<file path="config.mk">
export PLATFORM = sky130hd
export DESIGN_NAME = dmf_cell
export DESIGN_NICKNAME = d
export VERILOG_FILES = /design/src/hdl/dense_mlp_forward_top_macros.svh /design/src/hdl/dmf_pkg.sv /design/src/hdl/dmf_cell.sv
export SDC_FILE = /design/constraint.sdc
export NUM_CORES = 1
export LEC_CHECK = 0
export ABC_AREA = 1
export BUFFER_PORTS_ARGS = -buffer_cell sky130_fd_sc_hd__buf_4
export CAP_MARGIN = 20
export CORE_ASPECT_RATIO = 0.7
export CORE_MARGIN = 1
export CORE_UTILIZATION = 40
export CTS_BUF_LIST = sky130_fd_sc_hd__clkbuf_4 sky130_fd_sc_hd__clkbuf_8 sky130_fd_sc_hd__clkbuf_16
export DETAILED_ROUTE_END_ITERATION = 6
export PLACE_DENSITY = 0.78
export SLEW_MARGIN = 0
export SYNTH_ARGS = -nofsm -noshare
export SYNTH_HDL_FRONTEND = slang
export SYNTH_SLANG_ARGS = --single-unit
export TNS_END_PERCENT = 30
</file>
<file path="constraint.sdc">
create_clock -name clk -period 1.12 [get_ports clk]
set_input_delay 0.056 -clock clk [delete_from_list [all_inputs] [get_ports clk]]
set_output_delay 0.056 -clock clk [all_outputs]
set_load 0.01 [all_outputs]
</file>
<file path="src/hdl/dense_mlp_forward_top_macros.svh">
// ----------------------------------------------------------------------------
// dense_mlp_forward_top_macros.svh
// Assertion helpers shared by the engine RTL.
// ----------------------------------------------------------------------------
`ifndef DENSE_MLP_FORWARD_TOP_MACROS_SVH
`define DENSE_MLP_FORWARD_TOP_MACROS_SVH

// same-cycle implication
`define DMF_ASSERT_NOW(lbl, clk, rst_n, a, c, msg) \
	lbl: assert property (@(posedge clk) disable iff (!rst_n) (a) |-> (c)) else $error(msg);

// next-cycle implication
`define DMF_ASSERT_NXT(lbl, clk, rst_n, a, c, msg) \
	lbl: assert property (@(posedge clk) disable iff (!rst_n) (a) |=> (c)) else $error(msg);

`endif

</file>
<file path="src/hdl/dmf_pkg.sv">
// ----------------------------------------------------------------------------
// dmf_pkg
// Shared constants and types of the dense MLP engine.
// ----------------------------------------------------------------------------
package dmf_pkg;

	localparam int MAX_LAYERS_D  = 4;
	localparam int MAX_DIM_D     = 64;
	localparam int PARAM_DEPTH_D = 32768;
	localparam int FRAC_BITS_D   = 12;

	// parameter pointer width, wide enough for every blob layout in range
	localparam int PTR_W  = 24;
	localparam int CFG_AW = 5;
	localparam int CFG_W  = 7;

	localparam logic [2:0] REG_NUM_LAYERS = 3'd0;
	localparam logic [2:0] REG_RELU_MASK  = 3'd1;
	localparam logic [2:0] REG_INPUT_W    = 3'd2;
	localparam logic [2:0] REG_W_L1       = 3'd3;
	localparam logic [2:0] REG_W_L2       = 3'd4;
	localparam logic [2:0] REG_W_L3       = 3'd5;
	localparam logic [2:0] REG_W_L4       = 3'd6;

	typedef struct packed {
		logic rot;    // rotate x toward cell 0
		logic tail;   // this cell takes the wrap value on rotate
		logic ld_x;   // load x from the shared data bus
		logic wr_y;   // load y from the shared data bus
		logic swap;   // x <= y (layer boundary)
	} cell_ctl_t;

endpackage

</file>
<file path="src/hdl/dmf_cell.sv">
// ----------------------------------------------------------------------------
// dmf_cell
// One activation cell: holds a source element (x) and a result element (y).
// ----------------------------------------------------------------------------
module dmf_cell (
	input  logic              clk,
	input  dmf_pkg::cell_ctl_t ctl,
	input  logic [15:0]       din,
	input  logic [15:0]       nb_x,
	input  logic [15:0]       wrap_x,
	output logic [15:0]       x,
	output logic [15:0]       y
);
	import dmf_pkg::*;

	logic [15:0] x_q;
	logic [15:0] y_q;

	always_ff @(posedge clk) begin
		if (ctl.swap) begin
			x_q <= y_q;
		end else if (ctl.ld_x) begin
			x_q <= din;
		end else if (ctl.rot) begin
			x_q <= ctl.tail ? wrap_x : nb_x;
		end
		if (ctl.wr_y) begin
			y_q <= din;
		end
	end

	assign x = x_q;
	assign y = y_q;

endmodule

</file>
After elaboration in Yosys (flattened, before gate mapping):

Cells that the tools add are included.
Widths: inputs -> output; s select.

* flip-flop bits (word level): 32
* input port bits: 54
* output and inout port bits: 32
* logic and storage cells: 7

* multiplexer cells: 4
* reductions and logical operators: 1

Operator list (number)
* $mux 16: 4
* $reduce_bool 3->1: 1

Logic depth before layout (Yosys ltp):

* depth after elaboration: 4
* mapped depth: 6
* depth with buffers taken out: 4

Worst setup path before layout:

OpenSTA, ideal clock, no wires.

* kind: input to register
* from: input port ctl[0] in the netlist's numbering
* to: register x_q[0], in the netlist x[0], enable pin
* setup time: 0.362 ns
* arrival: 0.735 ns
* data required time: 0.758 ns
* path slack: 0.023 ns
* stages on the path: 4
* buffers on the path: 2
* cell sequence: buf_6 > nor2_8 > buf_8 > nand2_1

* longest elaborated chain between the ends: 1

Ends and longest elaborated chain
* start: declaration: line dmf_cell.sv:7 `input dmf_pkg::cell_ctl_t ctl,`
* $reduce_bool 3->1 (no line)
* end signal: assignment: line dmf_cell.sv:21 `x_q <= y_q;`
* end signal: assignment: line dmf_cell.sv:23 `x_q <= din;`
* end signal: assignment: line dmf_cell.sv:25 `x_q <= ctl.tail ? wrap_x : nb_x;`
* end: declaration: line dmf_cell.sv:16 `logic [15:0] x_q;`

No other way between the ends.
A chain may end at the register's enable or synchronous reset.

Final worst setup path:

* from: input port din[12]
* to: register x_q[12], in the netlist x[12] (data pin)

* longest elaborated chain between the ends: 2

Ends and longest elaborated chain
* start: declaration: line dmf_cell.sv:8 `input logic [15:0] din,`
* $mux 16: line dmf_cell.sv:22 `end else if (ctl.ld_x) begin`
* $mux 16: line dmf_cell.sv:20 `if (ctl.swap) begin`

No other way between the ends.

==> run metrics <==
critical-path cell list=dlygate4sd3_1 -> buf_4 -> nand2_1 -> nor2_1 -> nor2_1 -> nand2_1; Initial DRC Count=89; top-area cell type share of the netlist area=0.540; register area share after synthesis=0.540; grt ovf=0; Slew Limit Headroom=0.821; Net Sw Frac=0.248; crit path launch type=input port; Worst-Skew Late Latency=between 0.2 and 0.3 ns; gpl congestion=0.793; maximum vdd drop=0.713 mV; Rows=19; Post-Syn Area=1780 um^2; setup_tns=0 ns; post-cts gate resize count=0; Post-CTS Hold Buffers=16; Worst EP arrival=1.08 ns; Die ar.=about 4700 um^2; Setup crit end kind=flip-flop; Yosys reg bits=32; outcome=complete, no violations; crit path setup slack, layout=0.0709 ns; nets=379; Synth area leader=edfxtp_1; gate count after technology mapping=222; die width=81.7 um; Initial Util=0.435; Multi-input gate area=534 um^2; Clock Power Share=0.282; Pleak=1.48 nW; DR WL/cell=11.6 um; P&R area growth vs syn=50.9%; CTS tree=yes; Tcrit/Tclk final=0.937; worst-path fanout max=2; slowest stage delay, CP=0.54 ns; CP Class=input port to flip-flop; internal power=0.00232 W; vias per inst=4.32; Clock Sink Count=32; CTS buffer count=5; final WL=4.37 mm; PwrDens=1150 nW/um^2; final hold violations=0; Worst Max-Slew Pin Slew=approximately 0.27 ns; CTS Buffer Depth=2; vias in the first global route=1504; FF/Latch Area=961 um^2; Die Ht=57.8 um; CTS Root Cell=clkbuf_8; H-tree depth=2; largest net degree at the start of global routing=18; Netlist cell types=12; RSZ-0062 raised after global routing=false; syn_area_per_cell=8.01 um^2; Max Slew Vio Count=0; HPWL Detailed=3.22 mm; top cells by area, synth=edfxtp_1 54%, nand2_1 17%, inv_1 10%; warnings from Yosys=0; Syn Nets=276; vias=1634; CP required=1.15 ns; global-route wire length before repair=7.00 mm; Max Freq=roughly 950 MHz; initial antenna violation count=0; Setup Fix Bufs, Post-CTS=0; crit path time final=1.05 ns; clock skew=slightly below 0.004 ns; Worst path slowest cell=dlygate4sd3_1; Sequential Power Share=0.489; GRT Total Usage=0.201; Largest delay share family, worst path=buffers and inverters; DR pass1 iterations=4; Clock Pin Slew Worst Setup and Hold Paths=0.06 ns; # DRC=0; max-cap violation count=0; Setup WS pre-CTS=0.0809 ns; layout cell share with drive strength beyond 1=0.310; CP bufs+invs=2; ANT nets after route=0; PortBufs=85; Core Area=4090 um^2; Inserted Diodes=0; Boundary Pins=86; combinational fraction of design power=0.230; fillers=349; Hold Path Class=input port to flip-flop; net switching component of the power=0.000762 W; setup violators final=0
==> flip-flops by register name, summed over array words and instances, names as in the netlist <==
| name | cells |
|---|---|
| x | 16 |
| y | 16 |
==> worst reg2reg max path, stage by stage, from the launching register on <==
cell and delay [ns]:
edfxtp_1 0.40, nand2_1 0.08, inv_1 0.04, nor2_1 0.19, nand2_1 0.08
==> cells by family (layout without fill, tap and decap cells) <==
kind of cell  Yosys count  count (layout)  synth area share
flops                  32              32             0.540
buf+inv                60             164             0.159
simple gates          130             130             0.300
==> layer usage <==
layer | GRT usage | vias up | wire length, um
met5 | 0 | - | 0
li1 | - | 864 | -
met4 | 0.0576 | 0 | 23
met1 | 0.291 | 708 | 2040
met2 | 0.296 | 58 | 1930
met3 | 0.0551 | 4 | 377
==> stage by stage <==
step	instances	total power (W)	hold slack (ns)	area (um^2)	utilization
finish	378	0.00308	0.151	2680	0.656
global route	378	0.00324	0.149	2680	0.656
CTS	378	0.00310	0.147	2680	0.656
detailed placement	354	0.00219	0.246	2440	0.596
global placement	354	0.00218	0.244	2440	0.596
floorplan	222	0.00182	0.155	1780	-
==> power groups by stage <==
stage | logic [W] | registers, W | clock network (W)
CTS | 0.000711 | 0.00150 | 0.000886
floorplan | 0.000231 | 0.00159 | 0
global placement | 0.000654 | 0.00153 | 0
finish | 0.000708 | 0.00150 | 0.000867
detailed placement | 0.000665 | 0.00153 | 0
global route | 0.000779 | 0.00152 | 0.000948
==> synthesized netlist by cell type <==
cell type,count
inv_2,1
buf_4,4
nand2_1,81
inv_1,49
nand3_1,14
nor2_1,32
buf_6,4
nand3_2,2
edfxtp_1,32
buf_2,1
nor2_8,1
buf_8,1
==> final cells by class <==
type,count,area share
Clock buffer,7,0.0312
Clock inverter,1,0.00140
Inverter,50,0.0699
Multi-Input combinational cell,130,0.199
Sequential cell,32,0.358
Tap cell,52,0.0242
Timing Repair Buffer,106,0.316
==> worst paths after layout <==
check | startpoint | end | slack (ns) | cells after the start
hold / removal | ctl[1] | y[12] | 0.15 | 1
setup reg to reg | y[12] | x[12] | 0.08 | 4
setup / recovery | din[12] | x[12] | 0.07 | 6
hold reg to reg | y[4] | x[4] | 0.62 | 4
==> cell usage in the layout (no fill, tap or decap) <==
cell	n
nand3_1	14
buf_4	89
nand2_1	81
inv_1	49
inv_2	1
clkinv_1	1
clkbuf_8	5
clkbuf_4	2
nor2_1	32
edfxtp_1	32
dlygate4sd3_1	16
nand3_2	2
buf_12	1
nor2_8	1
No activity file was read; power rests on OpenSTA's default activity.
