[config.mk]
export PLATFORM = sky130hd
export DESIGN_NAME = dmf_mac
export DESIGN_NICKNAME = d
export VERILOG_FILES = /design/src/hdl/dense_mlp_forward_top_macros.svh /design/src/hdl/dmf_pkg.sv /design/src/hdl/dmf_mac.sv
export SDC_FILE = /design/constraint.sdc
export NUM_CORES = 1
export LEC_CHECK = 0
export BUFFER_PORTS_ARGS = -buffer_cell sky130_fd_sc_hd__buf_2
export CAP_MARGIN = 15
export CORE_AREA = 2 2 169 171
export CTS_BUF_LIST = sky130_fd_sc_hd__clkbuf_8
export CTS_CLUSTER_SIZE = 16
export DETAILED_ROUTE_END_ITERATION = 8
export DIE_AREA = 0 0 171 173
export MAX_ROUTING_LAYER = met4
export PLACE_DENSITY = 0.73
export SYNTH_ARGS = -nofsm -noshare
export SYNTH_HDL_FRONTEND = slang
export SYNTH_SLANG_ARGS = --single-unit
[constraint.sdc]
create_clock -name clk -period 4 [get_ports clk]
set_input_delay 0.4 -clock clk [delete_from_list [all_inputs] [get_ports clk]]
set_output_delay 0.4 -clock clk [all_outputs]
set_load 0.01 [all_outputs]
[src/hdl/dense_mlp_forward_top_macros.svh]
// ----------------------------------------------------------------------------
// dense_mlp_forward_top_macros.svh
// Assertion helpers shared by the engine RTL.
// ----------------------------------------------------------------------------
`ifndef DENSE_MLP_FORWARD_TOP_MACROS_SVH
`define DENSE_MLP_FORWARD_TOP_MACROS_SVH

// same-cycle implication
`define DMF_ASSERT_NOW(lbl, clk, rst_n, a, c, msg) \
	lbl: assert property (@(posedge clk) disable iff (!rst_n) (a) |-> (c)) else $error(msg);

// next-cycle implication
`define DMF_ASSERT_NXT(lbl, clk, rst_n, a, c, msg) \
	lbl: assert property (@(posedge clk) disable iff (!rst_n) (a) |=> (c)) else $error(msg);

`endif

[src/hdl/dmf_pkg.sv]
// ----------------------------------------------------------------------------
// dmf_pkg
// Shared constants and types of the dense MLP engine.
// ----------------------------------------------------------------------------
package dmf_pkg;

	localparam int MAX_LAYERS_D  = 4;
	localparam int MAX_DIM_D     = 64;
	localparam int PARAM_DEPTH_D = 32768;
	localparam int FRAC_BITS_D   = 12;

	// parameter pointer width, wide enough for every blob layout in range
	localparam int PTR_W  = 24;
	localparam int CFG_AW = 5;
	localparam int CFG_W  = 7;

	localparam logic [2:0] REG_NUM_LAYERS = 3'd0;
	localparam logic [2:0] REG_RELU_MASK  = 3'd1;
	localparam logic [2:0] REG_INPUT_W    = 3'd2;
	localparam logic [2:0] REG_W_L1       = 3'd3;
	localparam logic [2:0] REG_W_L2       = 3'd4;
	localparam logic [2:0] REG_W_L3       = 3'd5;
	localparam logic [2:0] REG_W_L4       = 3'd6;

	typedef struct packed {
		logic rot;    // rotate x toward cell 0
		logic tail;   // this cell takes the wrap value on rotate
		logic ld_x;   // load x from the shared data bus
		logic wr_y;   // load y from the shared data bus
		logic swap;   // x <= y (layer boundary)
	} cell_ctl_t;

endpackage

[src/hdl/dmf_mac.sv]
// ----------------------------------------------------------------------------
// dmf_mac
// Multiply-accumulate unit with round, saturate and ReLU on the result.
// ----------------------------------------------------------------------------
module dmf_mac #(
	parameter int MAX_DIM   = dmf_pkg::MAX_DIM_D,
	parameter int FRAC_BITS = dmf_pkg::FRAC_BITS_D
) (
	input  logic               clk,
	input  logic               arst_n,
	input  logic               vld_s1,
	input  logic               bias_s1,
	input  logic signed [15:0] w_s1,
	input  logic signed [15:0] x_s1,
	input  logic               clr,
	input  logic               relu,
	output logic [15:0]        res,
	output logic               clip
);
	import dmf_pkg::*;

	localparam int ACC_W = 34 + $clog2(MAX_DIM + 1);
	localparam logic signed [ACC_W-1:0] HALF =
		(FRAC_BITS > 0) ? (ACC_W'(1) << (FRAC_BITS - 1)) : '0;
	localparam logic signed [ACC_W-1:0] SMAX = ACC_W'(32767);
	localparam logic signed [ACC_W-1:0] SMIN = -ACC_W'(32768);

	logic signed [ACC_W-1:0] p_s2;
	logic                    vld_s2;
	logic signed [ACC_W-1:0] acc_q;
	logic signed [31:0]      prod;
	logic signed [ACC_W-1:0] rnd;
	logic signed [ACC_W-1:0] sh;
	logic signed [15:0]      sat_v;

	assign prod = w_s1 * x_s1;

	always_ff @(posedge clk) begin
		if (bias_s1) begin
			p_s2 <= ACC_W'(w_s1) <<< FRAC_BITS;
		end else begin
			p_s2 <= ACC_W'(prod);
		end
	end

	always_ff @(posedge clk or negedge arst_n) begin
		if (!arst_n) begin
			vld_s2 <= 1'b0;
			acc_q  <= '0;
		end else begin
			vld_s2 <= vld_s1;
			if (clr) begin
				acc_q <= '0;
			end else if (vld_s2) begin
				acc_q <= acc_q + p_s2;
			end
		end
	end

	// round half up, then clip to 16 bits
	always_comb begin
		rnd = acc_q + HALF;
		sh  = rnd >>> FRAC_BITS;
		clip = 1'b0;
		if (sh > SMAX) begin
			sat_v = 16'sh7fff;
			clip  = 1'b1;
		end else if (sh < SMIN) begin
			sat_v = -16'sh8000;
			clip  = 1'b1;
		end else begin
			sat_v = sh[15:0];
		end
		if (relu && sat_v[15]) begin
			res = '0;
		end else begin
			res = sat_v;
		end
	end

endmodule
# After elaboration in Yosys (flattened, before gate mapping)
# Cells that the tools add are included.
# word_totals
ff_bits	83
input_bits	38
output_inout_bits	17
elab_cells	19
# op_classes
addsub	2
mul	1
n_lt_le_gt_ge	2
muxes	8
reduce_logical	2
# op_table
cell	count
41-bit 2-to-1 mux	3
16-bit 2-to-1 mux	3
41-bit by 13-bit adder with 41-bit output (second input constant)	1
41-bit adder	1
16-bit by 16-bit multiplier with 32-bit output	1
29-bit by 16-bit > comparator with 1-bit output (second input constant)	1
29-bit by 16-bit < comparator with 1-bit output (second input constant)	1
1-bit 2-to-1 mux	2
2-bit nonzero test	1
1-bit logical AND	1

# Longest topological paths before layout
# depth
word_depth	6
ltp_mapped	24
ltp_nobuf	23

# Least setup slack after synthesis
# Ideal clock, no wire load.
# synth_path
path_kind	input -> register
start	in w_s1[15]
end	reg p_s2[30]
setup_time_ps	101
t_arrival_ps	6197
required_ps	3899
path_slack_ps	-2298
stages	20
path_buffers	1
cell_sequence	clkbuf_1 -> nand2_1 -> fa_1 -> inv_1 -> fa_1 -> fa_1 -> fa_1 -> fa_1 -> inv_1 -> fa_1 -> inv_1 -> ha_1 -> a21o_1 -> a21oi_1 -> o2111ai_1 -> a31oi_1 -> nor3_1 -> a2111oi_0 -> a31oi_1 -> o41ai_1
# synth_between
elab_chain_len	2
# synth_rtl
item	line	source
start, declared	dmf_mac.sv:13	input logic signed [15:0] w_s1,
16-bit by 16-bit multiplier with 32-bit output	dmf_mac.sv:36	assign prod = w_s1 * x_s1;
41-bit 2-to-1 mux (*)	dmf_mac.sv:39	if (bias_s1) begin
end signal, assigned	dmf_mac.sv:40	p_s2 <= ACC_W'(w_s1) <<< FRAC_BITS;
end signal, assigned	dmf_mac.sv:42	p_s2 <= ACC_W'(prod);
end, declared	dmf_mac.sv:28	logic signed [ACC_W-1:0] p_s2;
# Every way passes the cells marked *; elsewhere a longest branch is shown, timed or not.
# A chain may end at the register's enable or synchronous reset.

# Worst setup path in the final report
# layout_path
start	in w_s1[15]
end	reg p_s2[29]
# Same word-level chain as after synthesis.

==> flow_summary.toml <==
[outcome]
status = "complete, but fails checks"
violations = "negative setup slack"

[synth]
synth_area_sq_um = 15500
synth_area_leaders = "fa_1 34%, ha_1 9.9%, inv_1 8.3%"
ys.flop_type = "dfrtp_1"
synth_cell_types = 76
ys_seq_area_frac = 0.109
syn_inst = 1792
netlist.area_leader.share = 0.339
synth_warnings = 0
ys_async_sr_fraction = 0.568
synth_edf_count = 0
syn_area_per_cell_sq_um = 8.67
synth_top_cell_by_area = "fa_1"
ys_ff_latch = 74
syn_nets = 2216

[placement]
placed_area_sq_um = 17900
dp_hpwl_um = 31700
portBuffers = 54
place_ws_ps = -2050
gp_congestion = 0.932

[critical_path]
cp_data_required_time_ps = 4280
critPathMaxFanout = 6
reg2regPathDepth = 13
regToRegSetupSlack_ps = 290
cp.arrival_ps = 5860
start_kind = "input port"
r2r_end = "acc_q[40]"
crit_path_end_kind = "register"
reg2reg_from = "acc_q[0]"
path_class = "in2reg"

[timing]
skew_ps = 13.1
fmax_mhz = 179
hold_viol = 0
fin_crit_sh = 1.40
max_slew_margin = 0.326
fin_ws_ps = -1590
rsz0062_at_grt = "true"
setup_tns_ps = -26130
whs_ps = 143
setup_viol = 25
final_max_slew_viol_count = 0
period_minus_slack_ps = 5590
worst_pin_slew_ps = 1010

[finish]
final_nets = 2412
num_antenna_cells = 0
drive_gt1_frac = 0.219
stdcell_area_sq_um = 19000
area_growth_pct = 22.1

[cts]
cts_max_level = 3
numCtsBuffers = 9
hold_buffers = 0
cts_tree = "yes"
clkLatencyLatePin_ps = 360
cts_root_buf = "clkbuf_8"
cts.path.max_buffers = 2
clk_pin_slew_ps = 80
clock_sinks = 74

[floorplanning]
io_pins = 55
die_h_um = 173
row_count = 61
initial_core_util = 0.562
core_area_sq_um = 27600
die_w_um = 171
die_area_sq_um = 29600

[global_route]
grt_pass1_vias = 14000
overflow = 0
grt_usage = 0.288
grt_pass1_wl_um = 67200
grt_max_degree = 53
antenna_found_initial = 0

[routing]
drt_wl_total_um = 39900
drt_iter0_drc = 696
drc = 0
first_pass_iters = 5
vias_per_cell = 5.51
antenna_left = 0
vias = 13100
wl_per_cell_um = 16.8

[hold_path]
min-delay-start = "vld_s1"
min_to = "vld_s2"
min_path_type = "in2reg"
holdPathStages = 1

[job]
maxCapViolCount = 0
-- worst max-delay path, stage by stage --
cell	delay, ps
buf_8	110
buf_12	140
nand2_8	60
inv_6	40
fa_1	540
inv_2	90
fa_1	490
inv_1	60
fa_1	570
fa_1	470
fa_1	550
inv_1	60
fa_1	540
inv_1	70
ha_4	160
a21oi_2	120
nor2b_1	50
o21ai_1	110
nand2b_1	150
a211oi_4	380
nor3_4	90
o31a_1	280
o21a_1	180
o31ai_2	160
-- registers in the layout (all words and copies together) (netlist names) --
register / flops
vld_s2: 1
acc_q: 41
p_s2: 32
-- synth_stat cells, drive strengths merged, types with 4 or more instances --
cell type,number
and2,127
or3,5
o21a,20
nand3,34
xor2,29
nand4,12
fa,263
nand3b,4
clkbuf,54
and4,5
nand2,185
a21oi,62
nor2,84
nor4,6
xnor2,42
a31oi,10
mux2i,18
dfxtp,32
o21ai,71
buf,6
nor2b,14
a2111oi,4
o21bai,7
o311ai,5
inv,345
nor3,24
nand2b,11
ha,123
dfrtp,42
o31ai,6
o211ai,8
o2111ai,4
a211oi,13
o22ai,6
a21o,49
and3,19
-- metal layers --
layer,global-route usage,wire length (um),vias to the layer above
li1,-,-,6109
met2,0.480,19700,391
met5,-,0,-
met3,0.0359,2070,83
met1,0.369,17000,6471
met4,0.0837,1180,0
-- worst max path at each step --
stage / startpoint / end / slack (ps) / depth (start not counted)
global placement: w_s1[15] / p_s2[39] / -1930 / 24
finish: w_s1[15] / p_s2[29] / -1590 / 24
CTS: w_s1[15] / p_s2[29] / -1520 / 24
floorplan: x_s1[1] / p_s2[29] / -1480 / 23
detailed placement: w_s1[10] / p_s2[39] / -2050 / 22
global route: w_s1[15] / p_s2[29] / -1750 / 24
-- repair_timing --
action | CTS | global route
setup buffers | 17 | 5
gates resized for setup | 145 | 44
setup endpoints to repair | 25 | 27
gates cloned | 1 | 0
pin swaps | 69 | 25
hold endpoints to repair | 0 | 0
-- layout make-up --
class,instances,area [sq um]
repair buffers,245,2170
fillers,2124,8660
clock buffers,9,124
clock inverters,7,101
flip-flops and latches,74,1690
well taps,378,473
inverters,345,1300
multi-input cells,1313,13100
-- cell usage in the layout, fill, tap and decap left out, drive strengths merged, types with 32 or more instances in the layout --
cell	count
a21o	49
a21oi	62
and2	127
buf	242
dfrtp	42
dfxtp	32
fa	263
ha	123
inv	347
nand2	185
nand3	34
nor2	84
o21ai	71
xnor2	42
-- logic make-up (layout without fill, tap and decap cells) --
family	Yosys count	after routing	synth area share
simple gates	541	541	0.177
buf+inv	405	606	0.0989
fa+ha+maj	386	386	0.438
compound gates	295	295	0.124
flops	74	74	0.109
xor+xnor	71	71	0.0400
mux	20	20	0.0130
-- stage by stage --
step                      cells  utilization
after global routing       2371        0.687
after floorplan            1792            -
after CTS                  2366        0.680
final                      2371        0.687
after detailed placement   2332        0.647
after global placement     2332        0.647
Power is left out: the tool's default activity adds up to more than one toggle a clock period on the data nets, which glitch-free logic cannot reach.
